$ cat src/sv/stuffed_crc16_frame_encoder_macros.svh
// Assertion helpers shared by the encoder modules.
// Each macro expects clk and rst_n in scope.
`ifndef STUFFED_CRC16_FRAME_ENCODER_MACROS_SVH
`define STUFFED_CRC16_FRAME_ENCODER_MACROS_SVH

// Same-cycle implication.
`define SCF_ASSERT_NOW(lbl, ante, cons, msg) \
  lbl: assert property (@(posedge clk) disable iff (!rst_n) (ante) |-> (cons)) \
    else $error(msg);

// Next-cycle implication.
`define SCF_ASSERT_NEXT(lbl, ante, cons, msg) \
  lbl: assert property (@(posedge clk) disable iff (!rst_n) (ante) |=> (cons)) \
    else $error(msg);

`endif

$ cat src/sv/scf_pkg.sv
`default_nettype none
package scf_pkg;

  localparam logic [7:0]  BYTE_END = 8'hFF;
  localparam logic [7:0]  BYTE_ESC = 8'hFE;
  localparam logic [15:0] CRC_INIT = 16'hFFFF;

  // One classified input beat, as handed from the front to the back.
  typedef struct packed {
    logic [7:0]  data;
    logic        frame_end;
    logic [15:0] crc;
    logic        esc_data;
    logic        esc_hi;
    logic        esc_lo;
  } job_t;

  function automatic logic needs_escape(input logic [7:0] b);
    needs_escape = (b == BYTE_END) || (b == BYTE_ESC);
  endfunction

  // Byte-wise CCITT update, poly 0x1021.
  function automatic logic [15:0] crc_next(input logic [15:0] crc, input logic [7:0] b);
    logic [15:0] c;
    c = {crc[7:0], crc[15:8]} ^ {8'h00, b};
    c = c ^ {12'h000, c[7:4]};
    c = c ^ {c[3:0], 12'h000};
    c = c ^ {3'b000, c[7:0], 5'b00000};
    crc_next = c;
  endfunction

endpackage
`default_nettype wire

$ cat src/sv/scf_front.sv
`default_nettype none
`include "stuffed_crc16_frame_encoder_macros.svh"
module scf_front
  import scf_pkg::*;
(
  input  wire logic       clk,
  input  wire logic       rst_n,
  input  wire logic       in_valid,
  output logic            in_ready,
  input  wire logic [7:0] in_data_byte,
  input  wire logic       in_frame_end,
  output logic            push_valid,
  input  wire logic       push_ready,
  output job_t            push_job
);

  logic [15:0] crc_r;
  logic [15:0] crc_nxt;
  logic [15:0] crc_upd;
  logic        accept;

  assign in_ready   = push_ready;
  assign push_valid = in_valid;
  assign accept     = in_valid && push_ready;
  assign crc_upd    = crc_next(crc_r, in_data_byte);

  always_comb begin
    push_job.data      = in_data_byte;
    push_job.frame_end = in_frame_end;
    push_job.crc       = crc_upd;
    push_job.esc_data  = needs_escape(in_data_byte);
    push_job.esc_hi    = needs_escape(crc_upd[15:8]);
    push_job.esc_lo    = needs_escape(crc_upd[7:0]);
  end

  // Restart the CRC after the closing beat of a frame.
  always_comb begin
    crc_nxt = crc_r;
    if (accept) begin
      crc_nxt = in_frame_end ? CRC_INIT : crc_upd;
    end
  end

  always_ff @(posedge clk) begin
    if (!rst_n) begin
      crc_r <= CRC_INIT;
    end else begin
      crc_r <= crc_nxt;
    end
  end

  `SCF_ASSERT_NEXT(a_crc_restart, accept && in_frame_end, crc_r == CRC_INIT, "crc not restarted after frame end")

endmodule
`default_nettype wire

$ cat src/sv/scf_queue.sv
`default_nettype none
`include "stuffed_crc16_frame_encoder_macros.svh"
module scf_queue
  import scf_pkg::*;
#(
  parameter int DEPTH = 4
) (
  input  wire logic clk,
  input  wire logic rst_n,
  input  wire logic push_valid,
  output logic      push_ready,
  input  wire job_t push_job,
  output logic      head_valid,
  output job_t      head_job,
  input  wire logic pop
);

  localparam int PW = (DEPTH > 1) ? $clog2(DEPTH) : 1;
  localparam int CW = $clog2(DEPTH + 1);

  job_t            mem_r [DEPTH];
  logic [PW-1:0]   wr_ptr_r;
  logic [PW-1:0]   rd_ptr_r;
  logic [CW-1:0]   cnt_r;
  logic [PW-1:0]   wr_ptr_nxt;
  logic [PW-1:0]   rd_ptr_nxt;
  logic [CW-1:0]   cnt_nxt;
  logic            push;

  assign push_ready = (cnt_r != CW'(DEPTH));
  assign push       = push_valid && push_ready;
  assign head_valid = (cnt_r != '0);
  assign head_job   = mem_r[rd_ptr_r];

  always_comb begin
    wr_ptr_nxt = wr_ptr_r;
    rd_ptr_nxt = rd_ptr_r;
    if (push) begin
      wr_ptr_nxt = (wr_ptr_r == PW'(DEPTH - 1)) ? '0 : wr_ptr_r + 1'b1;
    end
    if (pop) begin
      rd_ptr_nxt = (rd_ptr_r == PW'(DEPTH - 1)) ? '0 : rd_ptr_r + 1'b1;
    end
    case ({push, pop})
      2'b10:   cnt_nxt = cnt_r + 1'b1;
      2'b01:   cnt_nxt = cnt_r - 1'b1;
      default: cnt_nxt = cnt_r;
    endcase
  end

  always_ff @(posedge clk) begin
    if (!rst_n) begin
      wr_ptr_r <= '0;
      rd_ptr_r <= '0;
      cnt_r    <= '0;
    end else begin
      wr_ptr_r <= wr_ptr_nxt;
      rd_ptr_r <= rd_ptr_nxt;
      cnt_r    <= cnt_nxt;
    end
  end

  always_ff @(posedge clk) begin
    if (push) begin
      mem_r[wr_ptr_r] <= push_job;
    end
  end

  `SCF_ASSERT_NOW(a_no_pop_empty, pop, head_valid, "pop from empty queue")
  `SCF_ASSERT_NOW(a_cnt_range, 1'b1, cnt_r <= CW'(DEPTH), "queue fill beyond depth")

endmodule
`default_nettype wire

$ cat src/sv/scf_back.sv
`default_nettype none
`include "stuffed_crc16_frame_encoder_macros.svh"
module scf_back
  import scf_pkg::*;
(
  input  wire logic       clk,
  input  wire logic       rst_n,
  input  wire logic       head_valid,
  input  wire job_t       head_job,
  output logic            pop,
  output logic            out_valid,
  input  wire logic       out_ready,
  output logic [7:0]      out_wire_byte,
  output logic            out_run_last
);

  typedef enum logic [1:0] {
    PH_DATA,
    PH_HI,
    PH_LO,
    PH_END
  } phase_t;

  phase_t      phase_r;
  phase_t      phase_adv;
  logic        esc_sent_r;
  logic        out_valid_r;
  logic [7:0]  out_wire_byte_r;
  logic        out_run_last_r;
  logic [7:0]  cur_byte;
  logic        cur_esc;
  logic        emit_esc;
  logic [7:0]  emit_byte;
  logic        job_done;
  logic        load;

  always_comb begin
    case (phase_r)
      PH_DATA: begin
        cur_byte  = head_job.data;
        cur_esc   = head_job.esc_data;
        phase_adv = PH_HI;
      end
      PH_HI: begin
        cur_byte  = head_job.crc[15:8];
        cur_esc   = head_job.esc_hi;
        phase_adv = PH_LO;
      end
      PH_LO: begin
        cur_byte  = head_job.crc[7:0];
        cur_esc   = head_job.esc_lo;
        phase_adv = PH_END;
      end
      PH_END: begin
        cur_byte  = BYTE_END;
        cur_esc   = 1'b0;
        phase_adv = PH_DATA;
      end
      default: begin
        cur_byte  = head_job.data;
        cur_esc   = head_job.esc_data;
        phase_adv = PH_HI;
      end
    endcase
    emit_esc  = cur_esc && !esc_sent_r;
    emit_byte = emit_esc ? BYTE_ESC : cur_byte;
    job_done  = !emit_esc &&
                ((phase_r == PH_END) || ((phase_r == PH_DATA) && !head_job.frame_end));
    load      = head_valid && (!out_valid_r || out_ready);
  end

  assign pop           = load && job_done;
  assign out_valid     = out_valid_r;
  assign out_wire_byte = out_wire_byte_r;
  assign out_run_last  = out_run_last_r;

  // Emit one wire beat per load; hold the phase while an escape goes out.
  always_ff @(posedge clk) begin
    if (!rst_n) begin
      phase_r     <= PH_DATA;
      esc_sent_r  <= 1'b0;
      out_valid_r <= 1'b0;
    end else if (load) begin
      out_valid_r     <= 1'b1;
      esc_sent_r      <= emit_esc;
      out_wire_byte_r <= emit_byte;
      out_run_last_r  <= job_done;
      if (job_done) begin
        phase_r <= PH_DATA;
      end else if (!emit_esc) begin
        phase_r <= phase_adv;
      end
    end else if (out_ready) begin
      out_valid_r <= 1'b0;
    end
  end

  `SCF_ASSERT_NOW(a_esc_shown, esc_sent_r, out_valid_r && (out_wire_byte_r == BYTE_ESC) && !out_run_last_r, "escape beat not in output register")
  `SCF_ASSERT_NOW(a_done_phase, pop, (phase_r == PH_END) || ((phase_r == PH_DATA) && !head_job.frame_end), "job retired in wrong phase")

endmodule
`default_nettype wire

$ cat src/sv/stuffed_crc16_frame_encoder.sv
`default_nettype none
// Byte-stuffing frame encoder with CRC-16 trailer. Payload bytes enter one per
// input beat (in_frame_end on the last one of a frame) and go out as wire bytes,
// one per cycle while out_ready is high, with 0xFE put in front of any 0xFF or
// 0xFE; after the last byte follow the stuffed CRC-16 (poly 0x1021, init 0xFFFF,
// high byte first) and a raw 0xFF end marker, and the CRC restarts. An input beat
// yields 1 or 2 wire bytes (4 to 7 for the last byte of a frame), so the output
// link at one byte per cycle sets the rate; the first wire byte of a beat is
// registered in the queue, then in the output register. A queue of QUEUE_DEPTH
// classified beats sits between the CRC front end and the serializer, so input
// keeps flowing while out_ready is low until the queue fills.
module stuffed_crc16_frame_encoder
  import scf_pkg::*;
#(
  parameter int QUEUE_DEPTH = 4
) (
  input  wire logic       clk,
  input  wire logic       rst_n,
  input  wire logic       in_valid,
  output logic            in_ready,
  input  wire logic [7:0] in_data_byte,
  input  wire logic       in_frame_end,
  output logic            out_valid,
  input  wire logic       out_ready,
  output logic [7:0]      out_wire_byte,
  output logic            out_run_last
);

  logic push_valid;
  logic push_ready;
  job_t push_job;
  logic head_valid;
  job_t head_job;
  logic pop;

  scf_front u_front (
    .clk          (clk),
    .rst_n        (rst_n),
    .in_valid     (in_valid),
    .in_ready     (in_ready),
    .in_data_byte (in_data_byte),
    .in_frame_end (in_frame_end),
    .push_valid   (push_valid),
    .push_ready   (push_ready),
    .push_job     (push_job)
  );

  scf_queue #(
    .DEPTH (QUEUE_DEPTH)
  ) u_queue (
    .clk        (clk),
    .rst_n      (rst_n),
    .push_valid (push_valid),
    .push_ready (push_ready),
    .push_job   (push_job),
    .head_valid (head_valid),
    .head_job   (head_job),
    .pop        (pop)
  );

  scf_back u_back (
    .clk           (clk),
    .rst_n         (rst_n),
    .head_valid    (head_valid),
    .head_job      (head_job),
    .pop           (pop),
    .out_valid     (out_valid),
    .out_ready     (out_ready),
    .out_wire_byte (out_wire_byte),
    .out_run_last  (out_run_last)
  );

endmodule
`default_nettype wire

$ cat config.mk
export PLATFORM = sky130hd
export DESIGN_NAME = stuffed_crc16_frame_encoder
export DESIGN_NICKNAME = d
export VERILOG_FILES = /design/src/sv/scf_pkg.sv /design/src/sv/scf_front.sv /design/src/sv/scf_queue.sv /design/src/sv/scf_back.sv /design/src/sv/stuffed_crc16_frame_encoder.sv
export VERILOG_INCLUDE_DIRS = /design/src /design/src/sv
export SDC_FILE = /design/constraint.sdc
export NUM_CORES = 1
export LEC_CHECK = 0
export BUFFER_PORTS_ARGS = -buffer_cell sky130_fd_sc_hd__buf_2
export CORE_MARGIN = 1
export CORE_UTILIZATION = 42
export CTS_BUF_LIST = sky130_fd_sc_hd__clkbuf_8
export DETAILED_ROUTE_END_ITERATION = 10
export HOLD_SLACK_MARGIN = 0.12
export SLEW_MARGIN = 25
export SYNTH_ARGS = -nofsm -noshare
export SYNTH_HDL_FRONTEND = slang
export SYNTH_SLANG_ARGS = --single-unit
$ cat constraint.sdc
create_clock -name clk -period 3.2 [get_ports clk]
set_clock_uncertainty 0.05 [all_clocks]
set_input_delay 0.96 -clock clk [delete_from_list [all_inputs] [get_ports clk]]
set_output_delay 0.96 -clock clk [all_outputs]
set_load 0.03 [all_outputs]
# --- Word level (Yosys, flattened, before mapping) ---
# Memory sizes are Yosys's and may differ from the RTL's. A register that Yosys moved wholly into a read port is not among the register bits.
# Index checks and enable logic that the tools add are counted.
op_classes:
  add_sub_neg: 4
  n_eq_ne: 15
  mux: 15
  bitwise: 4
  n_reduce_logical: 21
op_table:
  columns: ["operator", "n"]
  rows:
  - ["8-bit == test (second input constant)", 6]
  - ["8-bit case mux with 4 select lines", 1]
  - ["16-bit two-way mux", 1]
  - ["16-bit by 13-bit bitwise XOR with 16-bit output", 1]
  - ["16-bit bitwise XOR", 1]
  - ["16-bit by 4-bit bitwise XOR with 16-bit output", 1]
  - ["16-bit by 8-bit bitwise XOR with 16-bit output", 1]
  - ["2-bit two-way mux", 6]
  - ["2-bit == test (second input constant)", 5]
  - ["2-bit case mux with 4 select lines", 1]
  - ["1-bit logical AND", 6]
  - ["3-bit case mux with 2 select lines", 1]
  - ["1-bit logical OR", 5]
  - ["2-bit by 1-bit adder with 2-bit output (second input constant)", 2]
  - ["2-bit by 1-bit == test with 1-bit output (second input constant)", 2]
  - ["1-bit zero test", 4]
  - ["1-bit two-way mux", 4]
  - ["1-bit case mux with 4 select lines", 1]
  - ["2-bit AND reduction", 2]
  - ["2-bit nonzero test", 2]
  - ["3-bit by 1-bit adder with 3-bit output (second input constant)", 1]
  - ["3-bit != test (second input constant)", 1]
  - ["3-bit nonzero test", 1]
  - ["3-bit by 1-bit subtractor with 3-bit output (second input constant)", 1]
  - ["2 further kinds", 2]
totals:
  register_bits: 36
  ramBits: 112
  in_bits: 13
  output_inout_bits: 11
  elab_cells: 69
  n_memories: 1
mem_list:
  columns: ["memory", "words", "word_bits", "rd", "rd_clocked_by_memory_dff", "write_ports", "line_no", "text"]
  rows:
  - ["u_queue.mem_r", 4, 28, 1, 1, 1, "scf_queue.sv:21", "job_t mem_r [DEPTH];"]

# --- Longest topological paths before layout ---
depth:
  depth_word: 8
  mapped_depth: 13
  depth_no_buf: 11

# --- Hierarchy ---
# A second synthesis with hierarchy kept.
unflattened:
  cells_unflattened: 371
  area_unflattened_um2: 6439.9
modules_own_cells:
  columns: ["mod", "instances", "cells_each", "area_each_um2", "seq_area_each_um2"]
  rows:
  - ["scf_queue", 1, 198, 4538.1, 3543.4]
  - ["scf_front", 1, 101, 1054.8, 320.3]
  - ["scf_back", 1, 72, 847.1, 350.3]

# --- Worst setup path after synthesis ---
# Ideal clock, no wire load.
synth_path:
  kind: "register -> register"
  start: "reg u_back.phase_r[0]"
  end: "reg u_queue.cnt_r[2]"
  setup_ns: 0.076
  arrival_time_ns: 2.665
  required_time_ns: 3.074
  path_slack_ns: 0.409
  path_stages_with_launch: 14
  path_buffers: 2
  synth_period_minus_slack_ns: 2.791
  cell_sequence: "dfxtp_1 > inv_1 > ha_1 > inv_1 > clkbuf_1 > nor2_1 > nor2_1 > and3b_1 > buf_4 > ha_1 > fa_1 > xnor2_1 > or3_1 > a21boi_0"
synth_between:
  elab_chain_cells: 8
  word_cells_on_any_way: 15
  classes_between: "5 x eq/ne; 2 x mux; 8 x reduce/logical"
synth_rtl:
  columns: ["item", "line_no", "text"]
  rows:
  - ["start: declaration", "scf_back.sv:24", "phase_t phase_r;"]
  - ["start signal: assignment", "scf_back.sv:91", "phase_r <= phase_adv;"]
  - ["2-bit == test (tied with other cells)", "scf_back.sv:38, scf_back.sv:68", null]
  - ["1-bit case mux with 4 select lines", "scf_back.sv:38", "case (phase_r)"]
  - ["1-bit logical AND", "scf_back.sv:65", "emit_esc = cur_esc && !esc_sent_r;"]
  - ["1-bit zero test", "scf_back.sv:67", "job_done = !emit_esc &&"]
  - ["1-bit logical AND (*)", "scf_back.sv:67", null]
  - ["1-bit logical AND (*)", "scf_back.sv:72", "assign pop = load && job_done;"]
  - ["2-bit by 1-bit == test with 1-bit output / 2-bit == test (equally long branches)", "scf_queue.sv:44", "case ({push, pop})"]
  - ["3-bit case mux with 2 select lines / 2-bit nonzero test (equally long branches)", null, null]
  - ["end signal: assignment", "scf_queue.sv:59", "cnt_r <= cnt_nxt;"]
  - ["end: declaration", "scf_queue.sv:24", "logic [CW-1:0] cnt_r;"]
# Mark *: on every way between the ends. The rest lies on a longest branch, timed or not.
# A chain may end at the register's enable or synchronous reset.

# --- Worst setup path after layout ---
layout_path:
  start: "reg u_back.phase_r[1]"
  end: "reg u_queue.cnt_r[2]"
# The elaborated chain is that of the path after synthesis.

==> results.sh <==
export IMPL_grt_pass1_wl_mm=18.52
export IMPL_synth_ff_type="edfxtp_1"
export IMPL_ys_seq_elements=150
export IMPL_postCtsSetupBuffers=0
export IMPL_rr_startpoint="u_back.phase_r[1]"
export IMPL_syn_inst=366
export IMPL_place_ws_ns=0.2870
export IMPL_fin_nets=434
export IMPL_cts_resized=0
export IMPL_startpoint_type="flop"
export IMPL_fin_util_pct=48.70
export IMPL_clkTransAtPathRegs_ns=0.08
export IMPL_slew_headroom_pct=60.06
export IMPL_fp_dieW_um=122.0
export IMPL_p_leak_nw=2.276
export IMPL_syn_avg_cell_area_um2=16.52
export IMPL_period_share_pct=90.63
export IMPL_routed_wl_mm=11.78
export IMPL_worstPathMaxFanout=10
export IMPL_yosysTopAreaCellShare_pct=60.09
export IMPL_nFillCells=1166
export IMPL_grt_pass1_vias=3276
export IMPL_hpwl_mm=7.574
export IMPL_clock_sinks=150
export IMPL_ant_nets=0
export IMPL_cts_tree="built"
export IMPL_syn_to_final_growth_pct=12.66
export IMPL_cp_arrival_ns=3.23
export IMPL_postCtsHoldBufs=0
export IMPL_dr_total_vias=3155
export IMPL_cts_buffers=17
export IMPL_drc=0
export IMPL_drtPass1Iterations=4
export IMPL_ir_worst_vdd_mv=0.2830
export IMPL_initial_core_util_pct=43.23
export IMPL_min_from="u_back.out_valid"
export IMPL_min_period_ns=2.900
export IMPL_antenna_found_initial=0
export IMPL_report_final_slew_viol_count=0
export IMPL_rsz0062_at_grt="false"
export IMPL_hold_path_endpoint="u_back.out_valid"
export IMPL_worstPathRequired_ns=3.53
export IMPL_post_dp_cell_area_um2=6439
export IMPL_yosysWarnings=0
export IMPL_status="complete, no violations"
export IMPL_layout_setup_ws_ns=0.3000
export IMPL_reg2regPathDepth=10
export IMPL_clock_path_buffers=2
export IMPL_syn_cell_area_um2=6047
export IMPL_final_cell_area_um2=6813
export IMPL_hold_path_class="reg2reg"
export IMPL_fmax_mhz=344.8
export IMPL_yosysMostFrequentCell="edfxtp_1"
export IMPL_reg2reg_slack_ns=0.30
export IMPL_ys_top_cells_by_area="edfxtp_1 (60%), mux4_2 (9.7%), dfxtp_1 (9.6%), xnor2_1 (2.8%), nand2_1 (2.5%)"
export IMPL_setup_violations=0
export IMPL_worst_slew_pin_slew_ns=0.5949
export IMPL_holdWs_ns=0.4331
export IMPL_core_area_um2=13990
export IMPL_powerDensity_nw_per_um2=814.6
export IMPL_drt_vias_per_instance=5.232
export IMPL_insertion_delay_ns=0.45
export IMPL_rows=43
export IMPL_cp_end_kind="flop"
export IMPL_grt_total_usage_pct=17.77
export IMPL_ctsHtreeMaxLevel=4
export IMPL_crit_type="reg2reg"
export IMPL_critPathLaunch="u_back.phase_r[1]"
export IMPL_num_antenna_cells=0
export IMPL_async_flop_share_pct=0
export IMPL_grt_max_degree=32
export IMPL_dieArea_um2=14880
export IMPL_wl_per_cell_um=19.53
export IMPL_cap_viol_max_count=0
export IMPL_drtIter0Drc=314
export IMPL_whs_path_depth=2
export IMPL_die_y_um=122.0
export IMPL_fin_setup_tns_ns=0
export IMPL_routabilityCongestion=0.7338
export IMPL_synth_net_count=390
export IMPL_portBuffers=23
export IMPL_synth_cell_type_count=40
export IMPL_synth_edf_count=121
export IMPL_drive_gt1_share_pct=24.35
export IMPL_cts_root_buffer="clkbuf_8"
export IMPL_synthTopCellsByCount="edfxtp_1 (121), nand2_1 (40), dfxtp_1 (29)"
export IMPL_synth_seq_area_share_pct=69.69
export IMPL_grt_overflow_total=0
export IMPL_r2r_end="u_queue.cnt_r[2]"
export IMPL_yosysTopAreaCell="edfxtp_1"
export IMPL_io_pins=24
export IMPL_hold_viol=0
## stage by stage
step | total power [mW] | std cells
finish | 5.549 | 603
global route | 5.850 | 603
CTS | 5.611 | 603
detailed placement | 4.254 | 571
global placement | 4.222 | 571
floorplan | 3.789 | 366
## worst max path at each step
stage / end
after floorplan: u_queue.cnt_r[2]
after global placement: u_queue.cnt_r[2]
after detailed placement: u_queue.cnt_r[2]
after CTS: u_queue.cnt_r[2]
after global routing: u_queue.cnt_r[2]
final: u_queue.cnt_r[2]
## logic make-up after synthesis
| group | synth area share (%) |
|---|---|
| AO/OA/AOI/OAI | 4.242 |
| XOR/XNOR | 3.890 |
| adder cells (fa/ha/maj) | 2.400 |
| buffers and inverters | 2.090 |
| flip-flops | 69.69 |
| multiplexers | 11.67 |
| AND/OR/NAND/NOR | 6.021 |
## critical path, cell delays in order (launching register included)
cell and delay (ns):
dfxtp_1 0.34, inv_1 0.09, ha_1 0.40, nand3_1 0.14, a41o_1 0.29, and3b_1 0.23, ha_1 0.26, fa_1 0.44
xnor2_1 0.14, or3_1 0.31, a21boi_0 0.16
## placed cells by master, fill, tap and decap left out, types with 3 or more instances in the layout
cell / netlist / final
and2_1: 5 / 5
nor3_1: 3 / 3
xnor2_1: 19 / 19
edfxtp_1: 121 / 121
o21ai_0: 9 / 9
buf_4: 5 / 19
inv_1: 8 / 9
xor2_1: 6 / 6
a22oi_1: 8 / 8
o22ai_1: 15 / 15
clkbuf_8: 0 / 17
nand3_1: 5 / 5
clkinv_1: 0 / 3
buf_2: 2 / 23
a21boi_0: 3 / 3
mux2i_1: 6 / 6
ha_1: 10 / 10
mux4_2: 26 / 26
nor2_1: 8 / 8
clkinvlp_4: 0 / 5
nand2_1: 40 / 40
nor2b_1: 3 / 3
dfxtp_1: 29 / 28
mux2_2: 3 / 3
and3_1: 4 / 4
## layout make-up
class / count / area (um^2) / share of cell area [%]
flip-flops and latches: 150 / 4215 / 61.87
inverters: 9 / 33.78 / 0.4959
clock inverters: 15 / 140.1 / 2.057
repair buffers: 42 / 257.7 / 3.783
well taps: 180 / 225.2 / 3.306
clock buffers: 17 / 234.0 / 3.434
multi-input cells: 190 / 1707 / 25.05
## registers in the layout, indices dropped and copies added, names as in the netlist, 2 cells and up, named ones only
signal and count:
u_queue.wr_ptr_r 2, u_back.phase_r 2, u_queue.cnt_r 3, u_back.out_wire_byte 8, u_front.crc_r 16, u_queue.rd_ptr_r 2
u_queue.mem_r 112
## report_power, final
group          internal [mW]  switching [mW]  total (mW)
clock                  0.677           0.682        1.36
combinational          0.661           0.909        1.57
sequential              2.50           0.119        2.62
total                   3.84            1.71        5.55
## routing by layer
layer | track usage [%] | up-vias | part of all wire [%]
met1 | 22.66 | 1592 | 46
met4 | 6.944 | 0 | 1.7
met5 | 0 | - | 0
met3 | 4.354 | 17 | 4.0
met2 | 29.13 | 58 | 49
li1 | - | 1488 | -
(Power assumes the default switching activity.)
